--- src/rtl/twa_pkg.sv ---
// ----------------------------------------------------------------------------
// twa_pkg
// Shared constants and control types of the tumbling window averager.
// ----------------------------------------------------------------------------
package twa_pkg;

  localparam int TIME_W      = 48;
  localparam int VALUE_W     = 32;
  localparam int MAX_SAMPLES = 65535;
  localparam int CNT_W       = $clog2(MAX_SAMPLES + 1);
  // sum of MAX_SAMPLES values of VALUE_W bits always fits, no saturation needed
  localparam int SUM_W       = VALUE_W + CNT_W;
  localparam int SHIFT_W     = 6;
  localparam int SHIFT_LIMIT = 40;
  localparam int RESET_SHIFT = 20;
  localparam int EFF_LIMIT   = (SHIFT_LIMIT < TIME_W - 1) ? SHIFT_LIMIT : TIME_W - 1;
  localparam int DIV_CNT_W   = $clog2(SUM_W + 1);

  typedef enum logic [1:0] {
    KIND_NONE,
    KIND_DIVIDE,
    KIND_PUSH
  } item_kind_t;

  typedef struct packed {
    logic accept;
    logic load_out;
  } dp_cmd_t;

  typedef struct packed {
    item_kind_t kind;
    logic       div_done;
    logic       out_free;
  } dp_status_t;

endpackage

--- src/rtl/twa_ifs.sv ---
// ----------------------------------------------------------------------------
// twa_ifs
// Valid/ready channels of the tumbling window averager: sample input and
// window result output.
// ----------------------------------------------------------------------------
interface twa_in_if
  import twa_pkg::*;
();
  logic                      valid;
  logic                      ready;
  logic                      operation;
  logic [TIME_W-1:0]         timestamp;
  logic signed [VALUE_W-1:0] sample_value;

  modport source (output valid, output operation, output timestamp,
                  output sample_value, input ready);
  modport sink   (input valid, input operation, input timestamp,
                  input sample_value, output ready);
endinterface

interface twa_out_if
  import twa_pkg::*;
();
  logic                      valid;
  logic                      ready;
  logic [TIME_W-1:0]         window_end;
  logic signed [VALUE_W-1:0] average;
  logic [CNT_W-1:0]          sample_total;
  logic                      out_of_order;
  logic                      overflowed;

  modport source (output valid, output window_end, output average,
                  output sample_total, output out_of_order, output overflowed,
                  input ready);
  modport sink   (input valid, input window_end, input average,
                  input sample_total, input out_of_order, input overflowed,
                  output ready);
endinterface

--- src/rtl/twa_divider.sv ---
// ----------------------------------------------------------------------------
// twa_divider
// Restoring unsigned divider, one quotient bit per cycle.
// ----------------------------------------------------------------------------
module twa_divider
  import twa_pkg::*;
(
  input  logic             clk,
  input  logic             rst_n,
  input  logic             start,
  input  logic [SUM_W-1:0] dividend,
  input  logic [CNT_W-1:0] divisor,
  output logic [SUM_W-1:0] quotient,
  output logic             done
);

  logic [SUM_W-1:0]     quo_r, quo_nxt;
  logic [CNT_W-1:0]     rem_r, rem_nxt;
  logic [CNT_W-1:0]     dvs_r;
  logic [DIV_CNT_W-1:0] cnt_r;
  logic                 busy_r;
  logic                 done_r;
  logic [CNT_W:0]       rem_sh;
  logic [CNT_W+1:0]     diff;

  // remainder stays below the divisor, so it always fits in CNT_W bits
  always_comb begin
    rem_sh = {rem_r, quo_r[SUM_W-1]};
    diff   = {1'b0, rem_sh} - {2'b00, dvs_r};
    if (!diff[CNT_W+1]) begin
      rem_nxt = diff[CNT_W-1:0];
      quo_nxt = {quo_r[SUM_W-2:0], 1'b1};
    end else begin
      rem_nxt = rem_sh[CNT_W-1:0];
      quo_nxt = {quo_r[SUM_W-2:0], 1'b0};
    end
  end

  always_ff @(posedge clk) begin
    if (!rst_n) begin
      busy_r <= 1'b0;
      done_r <= 1'b0;
      cnt_r  <= '0;
    end else begin
      done_r <= 1'b0;
      if (start) begin
        busy_r <= 1'b1;
        cnt_r  <= DIV_CNT_W'(SUM_W);
      end else if (busy_r) begin
        cnt_r <= cnt_r - 1'b1;
        if (cnt_r == DIV_CNT_W'(1)) begin
          busy_r <= 1'b0;
          done_r <= 1'b1;
        end
      end
    end
  end

  always_ff @(posedge clk) begin
    if (start) begin
      quo_r <= dividend;
      rem_r <= '0;
      dvs_r <= divisor;
    end else if (busy_r) begin
      quo_r <= quo_nxt;
      rem_r <= rem_nxt;
    end
  end

  assign quotient = quo_r;
  assign done     = done_r;

  a_done_single: assert property (@(posedge clk) disable iff (!rst_n)
    done_r |=> !done_r) else $error("divider done held longer than one cycle");
  a_no_restart: assert property (@(posedge clk) disable iff (!rst_n)
    busy_r |-> !start) else $error("divider restarted while busy");
  a_done_idle: assert property (@(posedge clk) disable iff (!rst_n)
    done_r |-> !busy_r) else $error("divider done while still busy");

endmodule

--- src/rtl/twa_datapath.sv ---
// ----------------------------------------------------------------------------
// twa_datapath
// Window state, item decode, result staging, divider and output register.
// ----------------------------------------------------------------------------
module twa_datapath
  import twa_pkg::*;
(
  input  logic                      clk,
  input  logic                      rst_n,
  input  logic                      cfg_we,
  input  logic [SHIFT_W-1:0]        cfg_wdata,
  input  logic                      in_operation,
  input  logic [TIME_W-1:0]         in_timestamp,
  input  logic signed [VALUE_W-1:0] in_sample_value,
  input  logic                      out_ready,
  input  dp_cmd_t                   cmd,
  output dp_status_t                status,
  output logic                      out_valid,
  output logic [TIME_W-1:0]         out_window_end,
  output logic signed [VALUE_W-1:0] out_average,
  output logic [CNT_W-1:0]          out_sample_total,
  output logic                      out_out_of_order,
  output logic                      out_overflowed
);

  logic [SHIFT_W-1:0]      shift_r;
  logic [TIME_W-1:0]       win_end_r, win_end_nxt;
  logic [SUM_W-1:0]        sum_r, sum_nxt;
  logic [CNT_W-1:0]        cnt_r, cnt_nxt;
  logic [TIME_W-1:0]       last_r, last_nxt;
  logic                    ovf_r, ovf_nxt;

  logic [TIME_W-1:0]       stg_end_r;
  logic [CNT_W-1:0]        stg_cnt_r;
  logic                    stg_ovf_r, stg_ooo_r, stg_neg_r;

  logic                    out_valid_r;
  logic [TIME_W-1:0]       out_end_r;
  logic [VALUE_W-1:0]      out_avg_r;
  logic [CNT_W-1:0]        out_cnt_r;
  logic                    out_ooo_r, out_ovf_r;

  logic [SHIFT_W-1:0]      eff_shift;
  logic [TIME_W-1:0]       unit, base;
  logic [TIME_W:0]         end_sum;
  logic [TIME_W-1:0]       new_end;
  logic                    is_ooo, closes, has_samples;
  item_kind_t              kind;
  logic [SUM_W-1:0]        v_ext, sum_mag, quo;
  logic [VALUE_W-1:0]      avg_mag, avg_signed;
  logic                    start_div, div_done;

  always_comb begin
    eff_shift = (shift_r > SHIFT_W'(EFF_LIMIT)) ? SHIFT_W'(EFF_LIMIT) : shift_r;
    unit      = TIME_W'(1) << eff_shift;
    base      = in_timestamp & ~(unit - TIME_W'(1));
    end_sum   = {1'b0, base} + {1'b0, unit};
    // end past the time range saturates
    new_end   = end_sum[TIME_W] ? {TIME_W{1'b1}} : end_sum[TIME_W-1:0];

    has_samples = (cnt_r != '0);
    is_ooo      = !in_operation && (in_timestamp < last_r);
    closes      = !in_operation && !is_ooo && (in_timestamp >= win_end_r);

    if (is_ooo) begin
      kind = KIND_PUSH;
    end else if ((in_operation || closes) && has_samples) begin
      kind = KIND_DIVIDE;
    end else begin
      kind = KIND_NONE;
    end

    v_ext   = {{(SUM_W-VALUE_W){in_sample_value[VALUE_W-1]}}, in_sample_value};
    sum_mag = sum_r[SUM_W-1] ? (~sum_r + SUM_W'(1)) : sum_r;

    win_end_nxt = win_end_r;
    sum_nxt     = sum_r;
    cnt_nxt     = cnt_r;
    last_nxt    = last_r;
    ovf_nxt     = ovf_r;
    if (in_operation) begin
      sum_nxt = '0;
      cnt_nxt = '0;
      ovf_nxt = 1'b0;
    end else if (!is_ooo) begin
      last_nxt = in_timestamp;
      if (closes) begin
        win_end_nxt = new_end;
        sum_nxt     = v_ext;
        cnt_nxt     = CNT_W'(1);
        ovf_nxt     = 1'b0;
      end else if (cnt_r >= CNT_W'(MAX_SAMPLES)) begin
        ovf_nxt = 1'b1;
      end else begin
        sum_nxt = sum_r + v_ext;
        cnt_nxt = cnt_r + CNT_W'(1);
      end
    end
  end

  assign start_div = cmd.accept && (kind == KIND_DIVIDE);

  twa_divider u_div (
    .clk      (clk),
    .rst_n    (rst_n),
    .start    (start_div),
    .dividend (sum_mag),
    .divisor  (cnt_r),
    .quotient (quo),
    .done     (div_done)
  );

  always_ff @(posedge clk) begin
    if (!rst_n) begin
      shift_r   <= SHIFT_W'(RESET_SHIFT);
      win_end_r <= TIME_W'(1) << RESET_SHIFT;
      sum_r     <= '0;
      cnt_r     <= '0;
      last_r    <= '0;
      ovf_r     <= 1'b0;
    end else begin
      if (cfg_we) begin
        shift_r <= cfg_wdata;
      end
      if (cmd.accept) begin
        win_end_r <= win_end_nxt;
        sum_r     <= sum_nxt;
        cnt_r     <= cnt_nxt;
        last_r    <= last_nxt;
        ovf_r     <= ovf_nxt;
      end
    end
  end

  // snapshot of the window being closed (zeroed for a dropped out-of-order sample), taken before the state moves on
  always_ff @(posedge clk) begin
    if (cmd.accept && (kind != KIND_NONE)) begin
      stg_end_r <= is_ooo ? '0 : win_end_r;
      stg_cnt_r <= is_ooo ? '0 : cnt_r;
      stg_ovf_r <= is_ooo ? 1'b0 : ovf_r;
      stg_ooo_r <= is_ooo;
      stg_neg_r <= sum_r[SUM_W-1];
    end
  end

  always_comb begin
    avg_mag    = quo[VALUE_W-1:0];
    avg_signed = stg_neg_r ? (~avg_mag + VALUE_W'(1)) : avg_mag;
  end

  always_ff @(posedge clk) begin
    if (!rst_n) begin
      out_valid_r <= 1'b0;
    end else if (cmd.load_out) begin
      out_valid_r <= 1'b1;
    end else if (out_ready) begin
      out_valid_r <= 1'b0;
    end
  end

  always_ff @(posedge clk) begin
    if (cmd.load_out) begin
      out_end_r <= stg_end_r;
      out_avg_r <= stg_ooo_r ? '0 : avg_signed;
      out_cnt_r <= stg_cnt_r;
      out_ooo_r <= stg_ooo_r;
      out_ovf_r <= stg_ovf_r;
    end
  end

  assign status.kind     = kind;
  assign status.div_done = div_done;
  assign status.out_free = !out_valid_r || out_ready;

  assign out_valid        = out_valid_r;
  assign out_window_end   = out_end_r;
  assign out_average      = out_avg_r;
  assign out_sample_total = out_cnt_r;
  assign out_out_of_order = out_ooo_r;
  assign out_overflowed   = out_ovf_r;

  a_cnt_limit: assert property (@(posedge clk) disable iff (!rst_n)
    cnt_r <= CNT_W'(MAX_SAMPLES)) else $error("sample count past limit");
  a_ooo_clean: assert property (@(posedge clk) disable iff (!rst_n)
    (out_valid_r && out_ooo_r) |-> (out_cnt_r == '0 && !out_ovf_r))
    else $error("out-of-order result carries window data");
  a_ooo_keeps_state: assert property (@(posedge clk) disable iff (!rst_n)
    (cmd.accept && is_ooo) |=> $stable(last_r) && $stable(cnt_r))
    else $error("out-of-order sample changed window state");

endmodule

--- src/rtl/twa_ctrl.sv ---
// ----------------------------------------------------------------------------
// twa_ctrl
// Controller: accepts requests, sequences the divider and the result push.
// ----------------------------------------------------------------------------
module twa_ctrl
  import twa_pkg::*;
(
  input  logic       clk,
  input  logic       rst_n,
  input  logic       in_valid,
  output logic       in_ready,
  input  dp_status_t status,
  output dp_cmd_t    cmd
);

  typedef enum logic [1:0] {
    ST_IDLE,
    ST_DIV,
    ST_PUSH
  } state_t;

  state_t state_r;
  logic   in_ready_r;

  assign cmd.accept   = in_valid && in_ready_r;
  assign cmd.load_out = (state_r == ST_PUSH) && status.out_free;
  assign in_ready     = in_ready_r;

  always_ff @(posedge clk) begin
    if (!rst_n) begin
      state_r    <= ST_IDLE;
      in_ready_r <= 1'b1;
    end else begin
      case (state_r)
        ST_IDLE: begin
          if (cmd.accept && status.kind == KIND_DIVIDE) begin
            state_r    <= ST_DIV;
            in_ready_r <= 1'b0;
          end else if (cmd.accept && status.kind == KIND_PUSH) begin
            state_r    <= ST_PUSH;
            in_ready_r <= 1'b0;
          end
        end
        ST_DIV: begin
          if (status.div_done) begin
            state_r <= ST_PUSH;
          end
        end
        ST_PUSH: begin
          if (status.out_free) begin
            state_r    <= ST_IDLE;
            in_ready_r <= 1'b1;
          end
        end
        default: begin
          state_r    <= ST_IDLE;
          in_ready_r <= 1'b1;
        end
      endcase
    end
  end

  a_ready_idle: assert property (@(posedge clk) disable iff (!rst_n)
    in_ready_r |-> (state_r == ST_IDLE)) else $error("ready outside idle");
  a_div_blocks: assert property (@(posedge clk) disable iff (!rst_n)
    (cmd.accept && status.kind == KIND_DIVIDE) |=> (state_r == ST_DIV && !in_ready_r))
    else $error("window close did not start division");
  a_push_done: assert property (@(posedge clk) disable iff (!rst_n)
    cmd.load_out |=> (state_r == ST_IDLE && in_ready_r))
    else $error("controller did not return to idle after push");

endmodule

--- src/rtl/tumbling_window_averager_top.sv ---
// ----------------------------------------------------------------------------
// tumbling_window_averager_top
// Averages timestamped samples over windows of one whole time unit.
// ----------------------------------------------------------------------------
// Usage:
//   in_ch carries requests: operation 0 = sample, 1 = flush the open window.
//   out_ch carries one result per closed non-empty window or per dropped
//   out-of-order sample. cfg_we/cfg_wdata write window_shift (reset 20);
//   write it only while the block is idle.
//   A sample inside the open window gives no result; such samples
//   stream at one per cycle while in_ready is high.
//   A request that closes a non-empty window starts the shift-subtract
//   divider, one quotient bit per cycle; in_ready stays low through the
//   division and the result push, until the output register is free.
//   An out-of-order sample blocks input until its result has been pushed
//   through the staging register into the output register.
//   The result waits in the output register while out_ch stalls; samples
//   that add to the window keep being taken meanwhile, a request that
//   needs a new result holds in_ready low until the register is free.
//   Reset (rst_n low, synchronous) empties the window, sets its end to one
//   time unit and drops any pending result.
// ----------------------------------------------------------------------------
module tumbling_window_averager_top
  import twa_pkg::*;
(
  input  logic               clk,
  input  logic               rst_n,
  twa_in_if.sink             in_ch,
  twa_out_if.source          out_ch,
  input  logic               cfg_we,
  input  logic [SHIFT_W-1:0] cfg_wdata
);

  dp_cmd_t    cmd;
  dp_status_t status;

  twa_ctrl u_ctrl (
    .clk      (clk),
    .rst_n    (rst_n),
    .in_valid (in_ch.valid),
    .in_ready (in_ch.ready),
    .status   (status),
    .cmd      (cmd)
  );

  twa_datapath u_dp (
    .clk              (clk),
    .rst_n            (rst_n),
    .cfg_we           (cfg_we),
    .cfg_wdata        (cfg_wdata),
    .in_operation     (in_ch.operation),
    .in_timestamp     (in_ch.timestamp),
    .in_sample_value  (in_ch.sample_value),
    .out_ready        (out_ch.ready),
    .cmd              (cmd),
    .status           (status),
    .out_valid        (out_ch.valid),
    .out_window_end   (out_ch.window_end),
    .out_average      (out_ch.average),
    .out_sample_total (out_ch.sample_total),
    .out_out_of_order (out_ch.out_of_order),
    .out_overflowed   (out_ch.overflowed)
  );

endmodule

--- src/flat_wrapper.sv ---
// flat-port wrapper written by rule: the top's interface ports become plain ports
module tumbling_window_averager_top_flat import twa_pkg::*;
  (clk, rst_n, cfg_we, cfg_wdata, in_ch_valid, in_ch_operation, in_ch_timestamp, in_ch_sample_value, in_ch_ready, out_ch_valid, out_ch_window_end, out_ch_average, out_ch_sample_total, out_ch_out_of_order, out_ch_overflowed, out_ch_ready);
  twa_in_if in_ch_i ();
  twa_out_if out_ch_i ();
  input  logic clk;
  input  logic rst_n;
  input  logic cfg_we;
  input  logic [SHIFT_W-1:0] cfg_wdata;
  input wire logic [$bits(in_ch_i.valid)-1:0] in_ch_valid;
  input wire logic [$bits(in_ch_i.operation)-1:0] in_ch_operation;
  input wire logic [$bits(in_ch_i.timestamp)-1:0] in_ch_timestamp;
  input wire logic [$bits(in_ch_i.sample_value)-1:0] in_ch_sample_value;
  output wire logic [$bits(in_ch_i.ready)-1:0] in_ch_ready;
  output wire logic [$bits(out_ch_i.valid)-1:0] out_ch_valid;
  output wire logic [$bits(out_ch_i.window_end)-1:0] out_ch_window_end;
  output wire logic [$bits(out_ch_i.average)-1:0] out_ch_average;
  output wire logic [$bits(out_ch_i.sample_total)-1:0] out_ch_sample_total;
  output wire logic [$bits(out_ch_i.out_of_order)-1:0] out_ch_out_of_order;
  output wire logic [$bits(out_ch_i.overflowed)-1:0] out_ch_overflowed;
  input wire logic [$bits(out_ch_i.ready)-1:0] out_ch_ready;
  assign in_ch_i.valid = in_ch_valid;
  assign in_ch_i.operation = in_ch_operation;
  assign in_ch_i.timestamp = in_ch_timestamp;
  assign in_ch_i.sample_value = in_ch_sample_value;
  assign in_ch_ready = in_ch_i.ready;
  assign out_ch_valid = out_ch_i.valid;
  assign out_ch_window_end = out_ch_i.window_end;
  assign out_ch_average = out_ch_i.average;
  assign out_ch_sample_total = out_ch_i.sample_total;
  assign out_ch_out_of_order = out_ch_i.out_of_order;
  assign out_ch_overflowed = out_ch_i.overflowed;
  assign out_ch_i.ready = out_ch_ready;
  tumbling_window_averager_top u_core (.clk(clk), .rst_n(rst_n), .in_ch(in_ch_i), .out_ch(out_ch_i), .cfg_we(cfg_we), .cfg_wdata(cfg_wdata));
endmodule
--- config.mk ---
export PLATFORM = sky130hd
export DESIGN_NAME = tumbling_window_averager_top_flat
export DESIGN_NICKNAME = d
export VERILOG_FILES = /design/src/rtl/twa_pkg.sv /design/src/rtl/twa_ifs.sv /design/src/rtl/twa_divider.sv /design/src/rtl/twa_datapath.sv /design/src/rtl/twa_ctrl.sv /design/src/rtl/tumbling_window_averager_top.sv /design/src/flat_wrapper.sv
export SDC_FILE = /design/constraint.sdc
export NUM_CORES = 1
export LEC_CHECK = 0
export BUFFER_PORTS_ARGS = -buffer_cell sky130_fd_sc_hd__buf_4
export CAP_MARGIN = 0
export CORE_UTILIZATION = 31
export DETAILED_ROUTE_END_ITERATION = 12
export GPL_TIMING_DRIVEN = 0
export PLACE_DENSITY = 0.46
export SETUP_SLACK_MARGIN = 0.05
export SLEW_MARGIN = 5
export SYNTH_ARGS = -nofsm -noshare
export SYNTH_HDL_FRONTEND = slang
export SYNTH_SLANG_ARGS = --single-unit
--- constraint.sdc ---
create_clock -name clk -period 7.07 [get_ports clk]
set_clock_uncertainty 0.15 [all_clocks]
set_input_delay 0 -clock clk [delete_from_list [all_inputs] [get_ports clk]]
set_output_delay 0 -clock clk [all_outputs]
set_load 0.005 [all_outputs]
==> summary.txt <==
Synthesis
  – Top post-synthesis cells by area: edfxtp_1 26%, dfxtp_1 15%, ha_1 9.4%
  – EDFF count, synth: 229
  – Average size of a mapped cell: 9.01 um2
  – Leading area contributor after synthesis: edfxtp_1
  – Register area share after synthesis: 0.404
  – Synth Flop Type: edfxtp_1
  – Library cells used by synthesis: ~90
  – Cells after Synth: 2965
  – Yosys warnings: 0
  – Synth Cell Area: 26700 um2
  – Share of flip-flops with an asynchronous set or reset: 0
  – Share of the synthesized area in the top cell type: 0.258
  – Seq cells post-synth: 424

Critical path
  – WP data required: 7.35 ns
  – Buf+Inv Stages, Crit Path: 5
  – CP Capture Type: flip-flop
  – Reg2reg setup slack: roughly 0.45 ns
  – CP Launch Type: flip-flop
  – Critical path's top delay family: compound AO/OA/AOI/OAI gates
  – Worst-path maximum fanout: 10
  – Slowest stage delay, CP: 0.46 ns
  – Critical Path AT: 6.91 ns
  – Worst Setup Path Type: reg -> reg
  – Worst path slowest cell: dfxtp_1

Pwr
  – Pleak: 12.8 nW
  – Sequential share of power: 0.389
  – Internal Power: a little over 5 mW
  – Overall Power: 7.50 mW
  – Pwr Density: 230 nW/um2
  – Comb power frac: 0.235
  – Peak VDD IR: 179 uV
  – Sw Pwr: about 2.3 mW
  – Sw frac: 0.308
  – Clk pwr share: 0.376

Timing
  – Tmin final: 6.62 ns
  – Max-slew violations: 0
  – Final hold violation count: 0
  – Tightest Pin Transition: between 1 and 1.5 ns
  – Final setup violation count: 0
  – Fmax: between 150 and 200 MHz
  – Slew margin rel.: 0.147
  – Period utilisation layout: 0.937
  – RSZ-0062 raised after global routing: no
  – Setup TNS: 0 ns

Global routing
  – Met1 track demand over resource: 0.275
  – Largest net degree at the start of global routing: 47
  – Initial antenna violation count: 3
  – Most Used Layer, Global Route: met2
  – Met3 usage: 0.0221
  – First-pass GRT wire length: 140000 um
  – Tot GR Track Use: 0.209
  – Gr ovfl total: 0
  – Met2 global-route usage: 0.358
  – Vias in the first global route: 23.2k

Clock network
  – Clock Latency Late Sink: slightly above 0.6 ns
  – TritonCTS buffer count: 53
  – Root Driver: clkbuf_16
  – Worst-path clk slew: around 0.060 ns
  – H-tree levels: 2
  – CTS Sinks: 424
  – CTS tree: yes
  – Worst-case clock buffer depth: 3

Placed design
  – GP Congestion: 0.901
  – Port Buffers: 189
  – Placed cell area: 29700 um2
  – Final HPWL DP: 71500 um

Floorplanning
  – Die width: 295 um
  – Die Y: 295 um
  – Row count: 107
  – I/O pin total: roughly 190
  – Initial core utilization: 0.313
  – CORE AREA: 85300 um2
  – DIE AREA: 87300 um2

Final layout
  – Storage cell area: 10800 um2
  – Commonest non-fill, non-tap cell in the layout: nand2_1
  – Area Growth Syn to Fin: 22.2%
  – Area of the multi-input gates: 14800 um2
  – Fillers: 8624
  – Most frequent cells in the layout: 331 x nand2_1, 229 x edfxtp_1, 219 x nor2_1, 218 x a21oi_1
  – Share of layout cells above drive strength 1: 0.103
  – Layout net count: 3618
  – Post-layout util: 0.383
  – Post-route cell area: between 30000 and 40000 um2

Outcome
  – Status: complete, no violations

Detailed routing
  – DRC: 0
  – Number of DRC markers in iteration 0: between 1k and 1.5k
  – Post-route ant nets: 0
  – Pre-antenna DRT Iters: 5
  – DR WL/cell: 20.6 um
  – Via-to-Cell Ratio: 5.26
  – Vias post-DR: ~24k
  – DRT Wirelength: between 90000 and 100000 um

Job
  – Max_cap viols: 0

Min path
  – Worst min path class: in -> reg
[flip-flops by register name (all words and copies together) (netlist names), 6 cells and up]
| register | cells |
|---|---|
| u_core.u_dp.cnt_r | 16 |
| u_core.u_dp.last_r | 48 |
| u_core.u_dp.out_window_end | 48 |
| u_core.u_dp.sum_r | 48 |
| u_core.u_dp.stg_end_r | 48 |
| u_core.u_dp.u_div.cnt_r | 6 |
| u_core.u_dp.out_average | 32 |
| u_core.u_dp.stg_cnt_r | 16 |
| u_core.u_dp.u_div.dvs_r | 16 |
| u_core.u_dp.u_div.quotient | 48 |
| u_core.u_dp.out_sample_total | 16 |
| u_core.u_dp.win_end_r | 48 |
| u_core.u_dp.u_div.rem_r | 16 |
| u_core.u_dp.shift_r | 6 |
[Yosys cell counts (9+ instances only)]
cell type	count
xnor2_1	76
a211o_1	10
a221oi_1	47
xor2_1	97
nand3_1	48
a211oi_1	25
ha_1	200
dfxtp_1	195
or4_1	23
a2111oi_0	9
o41ai_1	15
nand2_1	332
nor2b_1	43
a21o_1	86
clkbuf_1	136
a22o_1	12
edfxtp_1	229
o31ai_1	28
a21oi_1	219
inv_1	165
o21bai_1	22
nor4_1	16
nand2b_1	23
nand4_1	35
o21ai_0	200
buf_1	10
o211ai_1	12
a21boi_0	14
a31oi_1	29
and3_1	44
and2_1	20
a41oi_1	9
or3_1	45
nor3_1	56
mux2i_1	38
nor2_1	220
o21a_1	18
or3_4	9
[through the flow]
stage               setup WS, ns  instances  hold slack, ns
finish                     0.445       4514          0.0747
global route              0.0320       4513          0.0642
CTS                       0.0215       4511          0.0409
detailed placement        -0.944       4309           0.106
global placement           -1.38       4304           0.106
floorplan                   1.27       2971         -0.0213
[layer usage]
| metal | vias to the layer above | wire length, um | share of wire |
|---|---|---|---|
| met3 | 125 | 3860 | 0.041 |
| li1 | 11591 | - | - |
| met2 | 598 | 45100 | 0.48 |
| met1 | 11411 | 41800 | 0.45 |
| met4 | 2 | 2370 | 0.025 |
| met5 | - | 13 | 0.00014 |
[worst min-delay path: cells and delay by family]
kind / cells / cell delay, ns
buf+inv: 2 / 0.69
simple gates: 1 / 0.05
compound gates: 1 / 0.05
[repair_timing]
| action | 4_1_cts | 5_1_grt |
|---|---|---|
| gates resized for setup | 8 | 11 |
| hold buffers | 103 | 0 |
| pin swaps | 0 | 2 |
| setup endpoints to repair | 48 | 78 |
| endpoints found under the hold margin | 141 | 0 |
| buffers inserted | 0 | 2 |
[worst paths after layout]
check / start / to / depth (start not counted)
setup / recovery: u_core.u_dp.shift_r[0] / u_core.u_dp.win_end_r[34] / 25
hold / removal: in_ch_timestamp[15] / u_core.u_dp.last_r[15] / 4
setup reg to reg: u_core.u_dp.shift_r[0] / u_core.u_dp.win_end_r[34] / 25
hold reg to reg: u_core.u_dp.stg_cnt_r[15] / u_core.u_dp.out_sample_total[15] / 0
[power by group through the flow]
stage / clock, mW / combinational [mW] / sequential, mW
6_report: 2.82 / 1.76 / 2.92
5_1_grt: 2.99 / 1.95 / 2.94
4_1_cts: 2.91 / 1.76 / 2.91
3_5_place_dp: 0 / 1.70 / 2.96
3_3_place_gp: 0 / 1.66 / 2.98
2_1_floorplan: 0 / 1.14 / 2.94
[cell families after synthesis]
logic type / after synthesis / share of synthesized area
AO/OA/AOI/OAI: 839 / 0.206
XOR/XNOR: 173 / 0.0567
adder cells (fa/ha/maj): 202 / 0.0952
buffers and inverters: 318 / 0.0450
flip-flops: 424 / 0.404
multiplexers: 43 / 0.0164
other: 1 / 0.000140
AND/OR/NAND/NOR: 965 / 0.177
[layout make-up]
cell class	instances	share of cell area
repair buffers	299	0.0789
plain buffers	152	0.0183
diodes	1	0.0000767
clock inverters	20	0.00813
multi-input cells	2229	0.454
well taps	1144	0.0439
flip-flops and latches	424	0.330
clock buffers	80	0.0475
inverters	165	0.0191
Note: power is estimated with default switching activity, not from simulation.
